==> config.mk <==
export PLATFORM = sky130hd
export DESIGN_NAME = sfb_ctrl
export DESIGN_NICKNAME = d
export VERILOG_FILES = /design/src/sv/sfb_pkg.sv /design/src/sv/sfb_ctrl.sv
export SDC_FILE = /design/constraint.sdc
export NUM_CORES = 1
export LEC_CHECK = 0
export BUFFER_PORTS_ARGS = -buffer_cell sky130_fd_sc_hd__buf_4
export CAP_MARGIN = 25
export CELL_PAD_IN_SITES_DETAIL_PLACEMENT = 2
export CELL_PAD_IN_SITES_GLOBAL_PLACEMENT = 2
export CORE_MARGIN = 4
export CORE_UTILIZATION = 34
export DETAILED_ROUTE_END_ITERATION = 12
export GPL_ROUTABILITY_DRIVEN = 0
export HOLD_SLACK_MARGIN = 0.08
export PLACE_DENSITY_LB_ADDON = 0.12
export SLEW_MARGIN = 10
export SYNTH_ARGS = -nofsm -noshare
export SYNTH_HDL_FRONTEND = slang
export SYNTH_SLANG_ARGS = --single-unit
==> constraint.sdc <==
create_clock -name clk_i -period 6 [get_ports clk_i]
set_input_delay 1.2 -clock clk_i [delete_from_list [all_inputs] [get_ports clk_i]]
set_output_delay 1.2 -clock clk_i [all_outputs]
set_load 0.005 [all_outputs]
==> src/sv/sfb_pkg.sv <==
// ----------------------------------------------------------------------------
// sfb_pkg: shared types and constants for the softmax forward/backward core
// Holds the command/status bundles between controller and datapath, the
// fixed field widths and the 2^(-i/16) interpolation table.
// ----------------------------------------------------------------------------
`default_nettype none

package sfb_pkg;

  // Default sizes handed to the top-level parameters.
  localparam int MaxLenDef    = 64;
  localparam int DataWidthDef = 16;

  // Fixed widths of the arithmetic.
  localparam int ResultCap = 64;
  localparam int ProbW     = 16;
  localparam int ExpW      = 17;
  localparam int SumW      = 24;
  localparam int QuotW     = 17;
  localparam int NumW      = 34;

  // Commands from the controller to the datapath.
  typedef struct packed {
    logic load;
    logic rd_elem;
    logic rd_grad;
    logic exp_mul;
    logic exp_int;
    logic exp_shf;
    logic sum_add;
    logic div_start;
    logic f_out;
    logic dot_mul;
    logic dot_acc;
    logic g_dif;
    logic g_mul;
    logic g_out;
    logic idx_inc;
    logic idx_clr;
    logic finish;
  } sfb_cmd_t;

  // Status from the datapath to the controller.
  typedef struct packed {
    logic idx_end;
    logic div_busy;
  } sfb_sts_t;

  // 2^(-i/16) in Q16 for i = 0..16.
  function automatic logic [ExpW-1:0] pow2_neg(input logic [4:0] i);
    logic [ExpW-1:0] v;
    unique case (i)
      5'd0:    v = 17'd65536;
      5'd1:    v = 17'd62757;
      5'd2:    v = 17'd60097;
      5'd3:    v = 17'd57549;
      5'd4:    v = 17'd55109;
      5'd5:    v = 17'd52773;
      5'd6:    v = 17'd50535;
      5'd7:    v = 17'd48393;
      5'd8:    v = 17'd46341;
      5'd9:    v = 17'd44376;
      5'd10:   v = 17'd42495;
      5'd11:   v = 17'd40693;
      5'd12:   v = 17'd38968;
      5'd13:   v = 17'd37316;
      5'd14:   v = 17'd35734;
      5'd15:   v = 17'd34219;
      5'd16:   v = 17'd32768;
      default: v = 17'd32768;
    endcase
    return v;
  endfunction

endpackage

`default_nettype wire

==> src/sv/sfb_ctrl.sv <==
// ----------------------------------------------------------------------------
// sfb_ctrl: controller of the softmax forward/backward core
// One-hot state machine that sequences loading, the exponential passes,
// the divisions, the dot product pass and the gradient pass.
// ----------------------------------------------------------------------------
`default_nettype none

module sfb_ctrl
  import sfb_pkg::*;
(
  input  wire logic     clk_i,
  input  wire logic     rst_ni,
  input  wire logic     start_i,
  input  wire logic     action_i,
  input  wire logic     last_i,
  input  wire sfb_sts_t sts_i,
  output sfb_cmd_t      cmd_o,
  output logic          busy_o
);

  typedef enum logic [14:0] {
    S_IDLE  = 15'b000000000000001,
    S_E_RD  = 15'b000000000000010,
    S_E_MUL = 15'b000000000000100,
    S_E_INT = 15'b000000000001000,
    S_E_SHF = 15'b000000000010000,
    S_F_DST = 15'b000000000100000,
    S_F_DWT = 15'b000000001000000,
    S_F_OUT = 15'b000000010000000,
    S_D_RD  = 15'b000000100000000,
    S_D_MUL = 15'b000001000000000,
    S_D_ACC = 15'b000010000000000,
    S_G_RD  = 15'b000100000000000,
    S_G_DIF = 15'b001000000000000,
    S_G_MUL = 15'b010000000000000,
    S_G_OUT = 15'b100000000000000
  } sfb_state_e;

  sfb_state_e state_q, state_d;
  logic       pass_q, pass_d;

  // Next state and commands.
  always_comb begin
    state_d = state_q;
    pass_d  = pass_q;
    cmd_o   = '0;
    unique case (state_q)
      S_IDLE: begin
        if (start_i) begin
          cmd_o.load = 1'b1;
          if (last_i) begin
            cmd_o.idx_clr = 1'b1;
            pass_d        = 1'b0;
            state_d       = action_i ? S_D_RD : S_E_RD;
          end
        end
      end
      S_E_RD: begin
        cmd_o.rd_elem = 1'b1;
        state_d       = S_E_MUL;
      end
      S_E_MUL: begin
        cmd_o.exp_mul = 1'b1;
        state_d       = S_E_INT;
      end
      S_E_INT: begin
        cmd_o.exp_int = 1'b1;
        state_d       = S_E_SHF;
      end
      S_E_SHF: begin
        cmd_o.exp_shf = 1'b1;
        if (pass_q) begin
          state_d = S_F_DST;
        end else begin
          cmd_o.sum_add = 1'b1;
          state_d       = S_E_RD;
          if (sts_i.idx_end) begin
            cmd_o.idx_clr = 1'b1;
            pass_d        = 1'b1;
          end else begin
            cmd_o.idx_inc = 1'b1;
          end
        end
      end
      S_F_DST: begin
        cmd_o.div_start = 1'b1;
        state_d         = S_F_DWT;
      end
      S_F_DWT: begin
        if (!sts_i.div_busy) begin
          state_d = S_F_OUT;
        end
      end
      S_F_OUT: begin
        cmd_o.f_out = 1'b1;
        if (sts_i.idx_end) begin
          cmd_o.finish = 1'b1;
          state_d      = S_IDLE;
        end else begin
          cmd_o.idx_inc = 1'b1;
          state_d       = S_E_RD;
        end
      end
      S_D_RD: begin
        cmd_o.rd_grad = 1'b1;
        state_d       = S_D_MUL;
      end
      S_D_MUL: begin
        cmd_o.dot_mul = 1'b1;
        state_d       = S_D_ACC;
      end
      S_D_ACC: begin
        cmd_o.dot_acc = 1'b1;
        state_d       = S_D_RD;
        if (sts_i.idx_end) begin
          cmd_o.idx_clr = 1'b1;
          state_d       = S_G_RD;
        end else begin
          cmd_o.idx_inc = 1'b1;
        end
      end
      S_G_RD: begin
        cmd_o.rd_grad = 1'b1;
        state_d       = S_G_DIF;
      end
      S_G_DIF: begin
        cmd_o.g_dif = 1'b1;
        state_d     = S_G_MUL;
      end
      S_G_MUL: begin
        cmd_o.g_mul = 1'b1;
        state_d     = S_G_OUT;
      end
      S_G_OUT: begin
        cmd_o.g_out = 1'b1;
        if (sts_i.idx_end) begin
          cmd_o.finish = 1'b1;
          state_d      = S_IDLE;
        end else begin
          cmd_o.idx_inc = 1'b1;
          state_d       = S_G_RD;
        end
      end
      default: begin
        state_d = S_IDLE;
      end
    endcase
  end

  // State registers.
  always_ff @(posedge clk_i or negedge rst_ni) begin
    if (!rst_ni) begin
      state_q <= S_IDLE;
      pass_q  <= 1'b0;
    end else begin
      state_q <= state_d;
      pass_q  <= pass_d;
    end
  end

  assign busy_o = (state_q != S_IDLE);

endmodule

`default_nettype wire

# ---- Yosys cells after proc, flatten, opt, wreduce, memory -nomap -nowiden
# Index checks and enable logic that the tools add are counted.
dict set report word_totals {
  input_bits 7
  wordCells 63
  ff_bits 16
  out_inout_bits 18
}
dict set report classes {
  n_reduce_logical 6
  n_mux 36
  eq_ne 19
}
# op count
set ops {}
lappend ops {{15-bit one-hot mux with 15 select lines} 1}
lappend ops {{15-bit two-way mux} 3}
lappend ops {{12-bit two-way mux} 2}
lappend ops {{1-bit two-way mux} 22}
lappend ops {{15-bit by 1-bit equality test with 1-bit output, second input constant} 1}
lappend ops {{15-bit by 10-bit equality test with 1-bit output, second input constant} 1}
lappend ops {{15-bit by 11-bit equality test with 1-bit output, second input constant} 1}
lappend ops {{15-bit by 12-bit equality test with 1-bit output, second input constant} 1}
lappend ops {{15-bit by 13-bit equality test with 1-bit output, second input constant} 1}
lappend ops {{15-bit by 14-bit equality test with 1-bit output, second input constant} 1}
lappend ops {{15-bit equality test, second input constant} 1}
lappend ops {{15-bit by 2-bit equality test with 1-bit output, second input constant} 1}
lappend ops {{15-bit by 3-bit equality test with 1-bit output, second input constant} 1}
lappend ops {{15-bit by 4-bit equality test with 1-bit output, second input constant} 1}
lappend ops {{15-bit by 5-bit equality test with 1-bit output, second input constant} 1}
lappend ops {{15-bit by 6-bit equality test with 1-bit output, second input constant} 1}
lappend ops {{15-bit by 7-bit equality test with 1-bit output, second input constant} 1}
lappend ops {{15-bit by 8-bit equality test with 1-bit output, second input constant} 1}
lappend ops {{15-bit by 9-bit equality test with 1-bit output, second input constant} 1}
lappend ops {{15-bit by 1-bit != test with 1-bit output, second input constant} 1}
lappend ops {{9-bit two-way mux} 1}
lappend ops {{2-bit two-way mux} 3}
lappend ops {{6-bit two-way mux} 1}
lappend ops {{2-bit != test, second input constant} 3}
lappend ops {{other kinds (6)} 9}

# ---- Depth between registers and ports, before layout
# Gate-level depths: netlist of run 1.
dict set report depth {
  ltp_word 4
  depth_mapped 7
  ltp_nobuf 6
}

# ---- Worst setup path after synthesis of run 1
# Ideal clock, no wire load.
dict set report synth_timing {
  path_type {reg-to-output}
  startpoint {register state_q[12]}
  endpoint {output cmd_o[1] (netlist bit)}
  path_stages_with_launch 8
  required_time_ns 4.800
  arrival_time_ns 2.024
  setup_slack_ns 2.776
  path_buffers 2
  path_cell_list {dfrtp_1 buf_6 or4_4 or4_4 buf_6 nor3_2 o21ai_0 o21ai_0}
}
# element line_no
set synth_rtl {}
lappend synth_rtl {{from (decl)} sfb_ctrl.sv:39} ;# sfb_state_e state_q, state_d;
lappend synth_rtl {{from (signal assigned)} sfb_ctrl.sv:156} ;# state_q <= state_d;
lappend synth_rtl {{to (decl)} sfb_ctrl.sv:17} ;# output sfb_cmd_t cmd_o,

==> impl_metrics.csv, run 1 <==
group,metric,value,unit
run_status,outcome,"finished clean",
logic_synthesis,mean_post_synth_cell_area,8.93,µm²
clock_tree,clock_latency,0.30,ns
setup_path,worstPathCellList,"or4_4, nor4_1, and2_1, inv_1, o21ai_0, buf_4",
final_layout,antenna_cells_inserted,0,
global_routing,grt_first_pass_wirelength,6170,µm
floorplanning,floorplan_die_area,4440,µm²
setup_path,timing.critical_path.slowest_cell_delay,0.59,ns
setup_path,critPathMaxFanout,11,
place,place.port_buffers,24,
sta,finalWorstPathRequiredPeriod,3.87,ns
global_routing,grt_remaining_overflow,0,
setup_path,slowest_stage_cell_cp,"sky130_fd_sc_hd__or4_4",
final_layout,mostFrequentLayoutCell,"sky130_fd_sc_hd__buf_4",
power,power.total,459,µW
setup_path,critPathArrivalTime,2.67,ns
setup_path,type_of_the_worst_setup_path,"register to output port",
clock_tree,cts.hold.buffers_added,0,
sta,final_hold_vios,0,
sta,final_min_period_over_clock_period,64.6,%
logic_synthesis,postSynthNetCount,138,
floorplanning,die_x,66.7,µm
setup_path,worstSetupStartpointType,"register",
final_layout,post_route_cells_drive_above_1_share,29.7,%
detailed_routing,avgRoutedWirePerCell,18.9,µm
clock_tree,htreeDepth,1,
clock_tree,cts_num_sinks,16,
sta,slew_headroom,43.8,%
detailed_routing,wl,3670,µm
logic_synthesis,synthesis.yosys.warnings,0,
clock_tree,worst_setup_hold_path_clk_slew,0.11,ns
logic_synthesis,ys_seq_elements,16,
detailed_routing,detailroute.via_count,1063,
logic_synthesis,postSynth.asyncResetShare,100,%
logic_synthesis,synth_edf_count,0,
detailed_routing,dr.first_iter.drc_count,50,
logic_synthesis,ys_seq_area_share,34.3,%
detailed_routing,ant_nets,0,
clock_tree,cts-root-buf,"sky130_fd_sc_hd__clkbuf_4",
final_layout,mostFrequentLayoutCells,"24 x sky130_fd_sc_hd__buf_4, 15 x sky130_fd_sc_hd__nor2_1, 15 x sky130_fd_sc_hd__dfrtp_1",
sta,max_freq,258,MHz
global_routing,grt_start_max_net_pins,17,
sta,finalSetupViolCount,0,
global_routing,grt_antenna_before_repair,0,
final_layout,count_of_nets_after_finishing,156,
sta,fin_tns_setup,0,ns
power,areal_power_density_over_the_cells,339,nW/µm²
final_layout,areaGrowthSynthToFinish,15.5,%
power,vdd_drop_max,0.198,mV
power,static-leakage-power,0.621,nW
floorplanning,design.core.area,3340,µm²
setup_path,end_kind,"output port",
detailed_routing,post-route-drc-count,0,
logic_synthesis,post_synth_inst_count,131,
worst_hold_path,hold_path_class,"register to register",
place,dp_hpwl,2810,µm
final_layout,final_util,40.5,%
clock_tree,post_cts.repair.setup_buffers,0,
clock_tree,tritoncts,"done",
logic_synthesis,yosys.area.top_type,"sky130_fd_sc_hd__dfrtp_1",
sta,final.setup_skew,0.00428,ns
floorplanning,num_rows,21,
detailed_routing,route.detailed.vias_per_inst,5.48,
sta,worst_margin_slew,0.835,ns
floorplanning,pin_count,25,
run,drv_cap,0,
global_routing,grt_use_total,18.5,%
sta,drv_slew,0,
logic_synthesis,synth_area_leaders,"sky130_fd_sc_hd__dfrtp_1 32%, sky130_fd_sc_hd__nor3b_1 7.1%, sky130_fd_sc_hd__nor2_1 4.8%",
logic_synthesis,synth_cell_type_count,45,
global_routing,grt_pass1_vias,1179,
sta,grt_setup_unrepaired,"no",
setup_path,timing.critical_path.required,4.80,ns
final_layout,final.fill_count,390,
clock_tree,cts_bufs_inserted,3,
clock_tree,clk_path_buf_depth,2,
logic_synthesis,synth_top_flop_cell,"sky130_fd_sc_hd__dfrtp_1",
floorplanning,fp.dieH,66.7,µm
logic_synthesis,netlist.area_leader.share,32.1,%
detailed_routing,drt_pre_antenna_iters,4,
clock_tree,postCtsResizedCells,0,
floorplanning,initial_core_util,35.1,%
logic_synthesis,netlist_area,1170,µm²
where the power goes:
part	total [mW]	switching, mW	internal, mW
clock network	0.0756	0.0387	0.0370
logic	0.237	0.136	0.101
registers	0.146	0.0227	0.123
total	0.459	0.197	0.262
routing by layer:
metal,GRT usage [%],wire length (µm),vias up
met4,5.58,56,0
met3,3.04,97,6
met5,0,0,-
li1,-,-,509
met2,30.1,1750,19
met1,24.9,1760,529
flip-flops by register name (all words and copies together), names as in the netlist:
| name | count |
|---|---|
| pass_q | 1 |
| state_q | 15 |
synthesized netlist by cell type, drive strengths merged, types with 2 or more instances:
master and n:
o32ai 2, and2 5, nor3 5, nor4 7, nand3 3, xor2 3
o21ai 4, nor3b 11, nor4b 3, inv 5, nor2 16, mux2i 2
or3 2, dfrtp 15, nand2 6, a21oi 6, buf 10, and3 4
or4 4, or2 2
worst max-delay path: cells and delay by family, from the launching register on:
| family | cells | cell delay (ns) |
|---|---|---|
| flops | 1 | 0.50 |
| buf+inv | 2 | 0.24 |
| simple gates | 3 | 1.47 |
| compound gates | 1 | 0.17 |
layout make-up:
type                            count  area [µm²]  share of cell area (%)
Timing Repair Buffer               24         180                    13.3
Multi-Input combinational cell     99         657                    48.6
Tap cell                           46        57.6                    4.26
Inverter                            5        18.8                    1.39
Clock buffer                        4        36.3                    2.69
Sequential cell                    16         402                    29.7
metrics by stage:
step	setup WS, ns	hold WS (ns)	cells	area (µm²)
final	2.13	0.562	194	1350
after global routing	1.91	0.587	194	1350
after CTS	2.09	0.567	194	1350
after detailed placement	2.43	0.549	190	1320
after global placement	2.62	0.506	190	1320
after floorplan	2.78	0.486	131	1170
kinds of logic after synthesis:
kind of cell              after synthesis  share of synthesized area, %
and+or+nand+nor                        73                          38.9
AOI/OAI and AO/OA                      19                          11.6
DFF                                    16                          34.3
buffers and inverters                  16                          9.52
xor gates and xnor gates                4                          3.00
muxes                                   3                          2.67
path summary, 6_finish.rpt:
kind | cells past startpoint | startpoint | slack (ns) | to
max in group asynchronous | 1 | rst_ni | 4.99 | state_q[0]
worst min-delay path | 1 | state_q[3] | 0.56 | state_q[3]
min in group asynchronous | 1 | rst_ni | 0.75 | state_q[7]
worst max register to register | 6 | state_q[5] | 3.48 | state_q[8]
worst max-delay path | 6 | state_q[5] | 2.13 | cmd_o[1]
worst min register to register | 1 | state_q[3] | 0.56 | state_q[3]
Note: power is estimated with default switching activity, not from simulation.
==> inputs of run 2 (changes only) <==
--- a/config.mk
+++ b/config.mk
@@ -5,12 +5,13 @@
 export SDC_FILE = /design/constraint.sdc
 export NUM_CORES = 1
 export LEC_CHECK = 0
+export ABC_AREA = 1
 export BUFFER_PORTS_ARGS = -buffer_cell sky130_fd_sc_hd__buf_4
 export CAP_MARGIN = 25
 export CELL_PAD_IN_SITES_DETAIL_PLACEMENT = 2
 export CELL_PAD_IN_SITES_GLOBAL_PLACEMENT = 2
 export CORE_MARGIN = 4
-export CORE_UTILIZATION = 34
+export CORE_UTILIZATION = 26
 export DETAILED_ROUTE_END_ITERATION = 12
 export GPL_ROUTABILITY_DRIVEN = 0
 export HOLD_SLACK_MARGIN = 0.08
==> constraint.sdc (replaced) <==
create_clock -name clk_i -period 3.3 [get_ports clk_i]
set_input_delay 0.66 -clock clk_i [delete_from_list [all_inputs] [get_ports clk_i]]
set_output_delay 0.66 -clock clk_i [all_outputs]
set_load 0.005 [all_outputs]
==> impl_metrics.csv, run 2 <==
group,metric,value,unit
detailed_routing,detailroute.via_count,1072,
detailed_routing,wl,3380,µm
sta,fin_tns_setup,0,ns
power,static-leakage-power,0.951,nW
clock_tree,clk_path_buf_depth,2,
sta,final_min_period_over_clock_period,75.8,%
floorplanning,pin_count,25,
power,p_switching,409,µW
clock_tree,tritoncts,"done",
logic_synthesis,synth_top_flop_cell,"sky130_fd_sc_hd__dfrtp_1",
clock_tree,cts-root-buf,"sky130_fd_sc_hd__clkbuf_8",
setup_path,setup.worst_path.end,"cmd_o[2]",
final_layout,final.fill_count,520,
final_layout,largestRegisters,"state_q x15, pass_q x1",
logic_synthesis,synth_edf_count,0,
power,areal_power_density_over_the_cells,633,nW/µm²
setup_path,type_of_the_worst_setup_path,"register to output port",
sta,grt_setup_unrepaired,"no",
detailed_routing,drt_pre_antenna_iters,3,
final_layout,fin_cells,243,
clock_tree,cts.hold.buffers_added,0,
floorplanning,initial_core_util,27.5,%
logic_synthesis,synth_cell_type_count,19,
logic_synthesis,post_synth_inst_count,165,
final_layout,area.sequential,402,µm²
detailed_routing,avgRoutedWirePerCell,13.9,µm
sta,max_freq,400,MHz
clock_tree,cts_bufs_inserted,3,
sta,final.setup_skew,0.00304,ns
logic_synthesis,postSynthNetCount,172,
final_layout,area_of_combinational_cells_with_multiple_inputs,581,µm²
final_layout,max_flop_register,"state_q",
clock_tree,htreeDepth,1,
setup_path,timing.critical_path.required,2.64,ns
final_layout,areaGrowthSynthToFinish,25.5,%
final_layout,mostFrequentLayoutCell,"sky130_fd_sc_hd__nand2_1",
sta,drv_slew,0,
logic_synthesis,ys_seq_area_share,35.5,%
final_layout,antenna_cells_inserted,0,
logic_synthesis,synth_cell_count_leaders,"43 x sky130_fd_sc_hd__nand2_1, 36 x sky130_fd_sc_hd__inv_1, 31 x sky130_fd_sc_hd__nor2_1, 15 x sky130_fd_sc_hd__dfrtp_1, 7 x sky130_fd_sc_hd__nand2_4",
logic_synthesis,mean_post_synth_cell_area,6.85,µm²
global_routing,grt_use_total,14.0,%
final_layout,final_util,34.4,%
sta,slew_headroom,83.5,%
setup_path,critPathArrivalTime,1.84,ns
setup_path,reg2reg_slack,1.73,ns
sta,worst_margin_slew,0.247,ns
global_routing,grt_remaining_overflow,0,
clock_tree,worst_setup_hold_path_clk_slew,0.07,ns
floorplanning,die_x,73.9,µm
power,power.share.clock,17.8,%
setup_path,end_kind,"output port",
final_layout,post_route_cells_drive_above_1_share,29.0,%
setup_path,reg2reg_from,"state_q[0]",
floorplanning,floorplan_die_area,5460,µm²
clock_tree,post_cts.repair.setup_buffers,0,
place,place.port_buffers,24,
logic_synthesis,synth_area_leaders,"sky130_fd_sc_hd__dfrtp_1 33%, sky130_fd_sc_hd__nand2_1 14%, sky130_fd_sc_hd__inv_1 12%",
power,combinational_power_share,54.0,%
logic_synthesis,netlist.area_leader.share,33.2,%
setup_path,worst_setup_path_start,"state_q[1]",
worst_hold_path,hold_path_class,"primary input to asynchronous set/reset pin",
floorplanning,num_rows,23,
sta,final_hold_vios,0,
final_layout,max_ffs_per_register,15,
logic_synthesis,postSynth.asyncResetShare,100,%
power,vdd_drop_max,0.207,mV
logic_synthesis,synth.most_common_cell,"sky130_fd_sc_hd__nand2_1",
logic_synthesis,netlist_area,1130,µm²
setup_path,critPathMaxFanout,5,
run,drv_cap,0,
logic_synthesis,yosys.area.top_type,"sky130_fd_sc_hd__dfrtp_1",
global_routing,grt_start_max_net_pins,17,
detailed_routing,route.detailed.vias_per_inst,4.41,
setup_path,reg2reg_depth,10,
run_status,outcome,"finished clean",
power,cell_int_power,488,µW
power,power.total,897,µW
final_layout,mostFrequentLayoutCells,"43 x sky130_fd_sc_hd__nand2_1, 36 x sky130_fd_sc_hd__inv_1, 31 x sky130_fd_sc_hd__nor2_1",
setup_path,worstReg2RegEnd,"state_q[0]",
final_layout,count_of_nets_after_finishing,201,
sta,finalWorstPathRequiredPeriod,2.50,ns
floorplanning,design.core.area,4120,µm²
clock_tree,clock_latency,0.25,ns
power,power.share.switching,45.6,%
power,sequentialPowerShare,28.2,%
logic_synthesis,ys_seq_elements,16,
setup_path,worstSetupStartpointType,"register",
floorplanning,fp.dieH,73.9,µm
global_routing,grt_first_pass_wirelength,5920,µm
detailed_routing,dr.first_iter.drc_count,31,
place,place.detailed.instances,239,
clock_tree,postCtsResizedCells,0,
logic_synthesis,synthesis.yosys.warnings,0,
detailed_routing,ant_nets,0,
place,dp_hpwl,2770,µm
detailed_routing,post-route-drc-count,0,
global_routing,grt_pass1_vias,1233,
global_routing,grt_antenna_before_repair,0,
sta,finalSetupViolCount,0,
clock_tree,cts_num_sinks,16,
==> run 2: cell types whose count changed after synthesis, moves of 5 or more <==
cell,delta
sky130_fd_sc_hd__nor2_1,+16
sky130_fd_sc_hd__nor2_2,+6
sky130_fd_sc_hd__nand2_4,+7
sky130_fd_sc_hd__nand2_1,+37
sky130_fd_sc_hd__inv_1,+31
sky130_fd_sc_hd__nand2_2,+5
sky130_fd_sc_hd__nor3b_1,-11
sky130_fd_sc_hd__nor4_1,-7
==> run 2: cells by family (layout without fill, tap and decap cells) <==
kind of cell | after synthesis | in the layout | share of synthesized area (%)
simple gates | 103 | 103 | 47.7
buf+inv | 39 | 67 | 13.1
flops | 16 | 16 | 35.5
compound gates | 7 | 7 | 3.65
==> run 2: layer usage <==
layer	GRT usage, %	vias up	routed length (µm)	share of wire (%)
met5	0	-	0	0
met4	3.62	0	21	0.62
met3	2.46	2	123	3.6
met2	24.3	21	1660	49
met1	18.0	521	1570	47
li1	-	528	-	-
==> run 2: how the worst min path moves through the flow <==
stage	from	endpoint	slack, ns	cells after the start
after floorplan	rst_ni	pass_q	0.36	0
after CTS	rst_ni	state_q[10]	0.27	1
final	rst_ni	pass_q	0.27	1
after detailed placement	pass_q	pass_q	0.49	2
after global placement	pass_q	pass_q	0.48	2
after global routing	rst_ni	state_q[10]	0.27	1
==> run 2: cell type report <==
cell class | instances | area share [%]
clock buffers | 4 | 3.18
inverters | 39 | 10.4
multi-input cells | 110 | 41.0
flip-flops and latches | 16 | 28.3
well taps | 50 | 4.41
repair buffers | 24 | 12.7
==> run 2: stage by stage <==
| stage | hold WS [ns] | worst slack [ns] | instance area [µm²] |
|---|---|---|---|
| 4_1_cts | 0.271 | 0.751 | 1420 |
| 5_1_grt | 0.273 | 0.610 | 1420 |
| 6_report | 0.270 | 0.798 | 1420 |
| 3_5_place_dp | 0.490 | 1.05 | 1370 |
| 3_3_place_gp | 0.477 | 1.14 | 1370 |
| 2_1_floorplan | 0.364 | 1.40 | 1130 |
==> run 2: worst max-delay path: stages (launching register included) <==
cell	delay [ns]
sky130_fd_sc_hd__dfrtp_1	0.40
sky130_fd_sc_hd__nor2_2	0.19
sky130_fd_sc_hd__nand2_2	0.17
sky130_fd_sc_hd__nor2_1	0.17
sky130_fd_sc_hd__nand2_2	0.09
sky130_fd_sc_hd__inv_2	0.09
sky130_fd_sc_hd__nand2_2	0.07
sky130_fd_sc_hd__nand2_1	0.06
sky130_fd_sc_hd__inv_1	0.05
sky130_fd_sc_hd__a31oi_1	0.15
sky130_fd_sc_hd__buf_4	0.14
==> run 2: power by group through the flow <==
stage	Combinational [mW]	Clock [mW]	Sequential, mW
floorplan	0.350	0	0.252
global placement	0.486	0	0.254
detailed placement	0.494	0	0.257
CTS	0.496	0.165	0.253
global route	0.546	0.172	0.257
finish	0.485	0.160	0.253
==> inputs of run 3 (changes only) <==
==> constraint.sdc (replaced) <==
create_clock -name clk_i -period 2.1 [get_ports clk_i]
set_input_delay 0.42 -clock clk_i [delete_from_list [all_inputs] [get_ports clk_i]]
set_output_delay 0.42 -clock clk_i [all_outputs]
set_load 0.005 [all_outputs]
==> impl_metrics.csv, run 3 (synthesis results as in run 2) <==
group,metric,value,unit
final_layout,post_route_cells_drive_above_1_share,37.1,%
final_layout,antenna_cells_inserted,0,
floorplanning,pin_count,25,
setup_path,critPathMaxFanout,6,
detailed_routing,wl,3570,µm
setup_path,worst_path_dominant_cell_family,"simple AND/OR/NAND/NOR gates",
setup_path,timing.critical_path.slowest_cell_delay,0.42,ns
global_routing,grt_pass1_vias,1246,
setup_path,critPathMostFrequentCell,"sky130_fd_sc_hd__buf_4",
detailed_routing,drt_pre_antenna_iters,4,
global_routing,globalRoute.busiestLayer,"met2",
power,combinational_power_share,59.2,%
power,sequentialPowerShare,25.4,%
run,drv_cap,0,
run_status,outcome,"finished clean",
final_layout,max_flop_register,"state_q",
setup_path,reg2reg_from,"state_q[13]",
detailed_routing,post-route-drc-count,0,
detailed_routing,dr.first_iter.drc_count,24,
setup_path,type_of_the_worst_setup_path,"register to output port",
setup_path,reg2reg_depth,11,
place,place.port_buffers,24,
clock_tree,clk_path_buf_depth,2,
setup_path,slowest_stage_cell_cp,"sky130_fd_sc_hd__dfrtp_1",
final_layout,final.fill_count,508,
power,static-leakage-power,1.05,nW
power,power.share.clock,15.4,%
final_layout,count_of_nets_after_finishing,221,
floorplanning,design.core.area,4120,µm²
clock_tree,cts-root-buf,"sky130_fd_sc_hd__clkbuf_8",
detailed_routing,ant_nets,0,
clock_tree,htreeDepth,1,
final_layout,fin_cells,263,
sta,finalWorstPathRequiredPeriod,2.09,ns
floorplanning,fp.dieH,73.9,µm
final_layout,postLayoutCellArea,1610,µm²
sta,slew_headroom,84.9,%
worst_hold_path,hold_path_class,"primary input to register",
clock_tree,worst_setup_hold_path_clk_slew,0.07,ns
worst_hold_path,worst_hold_startpoint,"sts_i[0]",
setup_path,critPathArrivalTime,1.67,ns
clock_tree,cts_num_sinks,16,
setup_path,worstSetupStartpointType,"register",
power,power.share.switching,43.8,%
place,place.detailed.instances,240,
global_routing,grt_antenna_before_repair,0,
floorplanning,initial_core_util,27.5,%
sta,max_freq,479,MHz
sta,drv_slew,0,
setup_path,timing.critical_path.required,1.68,ns
place,placement.cell_area,1380,µm²
worst_hold_path,timing.hold.worst_path_depth,3,
power,p_switching,699,µW
clock_tree,cts_bufs_inserted,3,
setup_path,worstReg2RegEnd,"state_q[0]",
final_layout,mostFrequentLayoutCell,"sky130_fd_sc_hd__buf_4",
floorplanning,floorplan_die_area,5460,µm²
sta,final_min_period_over_clock_period,99.4,%
global_routing,gr-usage-met1,18.0,%
global_routing,use_met3,3.28,%
floorplanning,num_rows,23,
global_routing,grt_use_total,14.2,%
sta,grt_setup_unrepaired,"yes",
sta,worst_margin_slew,0.226,ns
detailed_routing,detailroute.via_count,1151,
detailed_routing,route.detailed.vias_per_inst,4.38,
final_layout,max_ffs_per_register,15,
power,areal_power_density_over_the_cells,994,nW/µm²
power,cell_int_power,898,µW
final_layout,mostFrequentLayoutCells,"43 x sky130_fd_sc_hd__buf_4, 41 x sky130_fd_sc_hd__nand2_1, 35 x sky130_fd_sc_hd__inv_1",
final_layout,areaGrowthSynthToFinish,42.3,%
global_routing,grt_first_pass_wirelength,5840,µm
setup_path,worstPathCellList,"nor2_4, nand2_4, nor2_8, buf_4, buf_4, nand2_4, o22ai_1, buf_4",
sta,finalHoldWorstSlack,0.411,ns
clock_tree,clock_latency,0.25,ns
final_layout,largestRegisters,"state_q x15, pass_q x1",
global_routing,grtUsageMet2,23.5,%
place,dp_hpwl,2770,µm
setup_path,number_of_buffers_and_inverters_on_the_critical_path,3,
sta,final.setup_skew,0.00578,ns
floorplanning,die_x,73.9,µm
power,vdd_drop_max,0.421,mV
setup_path,reg2reg_slack,0.45,ns
global_routing,grt_remaining_overflow,0,
setup_path,end_kind,"output port",
worst_hold_path,whs_endpoint,"state_q[6]",
clock_tree,tritoncts,"done",
sta,final_hold_vios,0,
detailed_routing,avgRoutedWirePerCell,13.6,µm
sta,finalSetupViolCount,0,
global_routing,grt_start_max_net_pins,17,
## run 3: cell count changes in the layout (fill, tap and decap cells not counted), moves of 2 or more
cell                      delta
sky130_fd_sc_hd__buf_4      +19
sky130_fd_sc_hd__nand2_1     -2
sky130_fd_sc_hd__nor2_2      -4
sky130_fd_sc_hd__nor2_4      +5
## run 3: metrics by stage
step                      worst slack (ns)  util, %  power (mW)  TNS [ns]
after floorplan                      0.445        -       0.946         0
after global placement               0.261     33.5        1.16         0
after detailed placement             0.204     33.5        1.19         0
after CTS                         0.000166     36.8        1.57         0
after global routing                -0.138     39.1        1.74    -0.294
final                               0.0117     39.1        1.60         0
## run 3: worst max path at each step
stage	from	endpoint	slack, ns	cells past startpoint
2_1_floorplan	state_q[1]	cmd_o[2]	0.44	9
3_3_place_gp	state_q[1]	cmd_o[2]	0.26	10
3_5_place_dp	state_q[3]	cmd_o[2]	0.20	10
4_1_cts	state_q[10]	cmd_o[2]	0.0002	10
5_1_grt	state_q[4]	cmd_o[2]	-0.14	11
6_report	state_q[14]	cmd_o[1]	0.01	8
## run 3: tightest hold or removal path, delay by kind of cell
kind	cells	cell delay [ns]
buf+inv	1	0.09
simple gates	2	0.12
## run 3: cell type report
type                       count  area [µm²]  area share, %
inverter                      39         148           9.18
multi-input combinational    110         618           38.4
sequential                    16         402           25.0
tap                           50        62.6           3.89
clock buffer                   4        45.0           2.80
timing repair buffer          44         333           20.7
## run 3: power by group through the flow
stage / Combinational (mW) / Clock [mW] / Sequential [mW]
after floorplan: 0.550 / 0 / 0.395
after global placement: 0.760 / 0 / 0.401
after detailed placement: 0.784 / 0 / 0.406
after CTS: 0.907 / 0.256 / 0.407
after global routing: 1.06 / 0.274 / 0.410
final: 0.946 / 0.246 / 0.405
## run 3: layer usage
metal  wire, µm  vias up
li1           -      573
met1       1600      552
met2       1770       22
met3        151        4
met4         53        0
met5          0        -
## run 3: repair_timing
item	CTS	global route
setup endpoints to repair	3	4
resized for setup	5	5
hold buffers	1	0
pin swaps	5	12
setup buffers	7	11
endpoints found under the hold margin	15	0
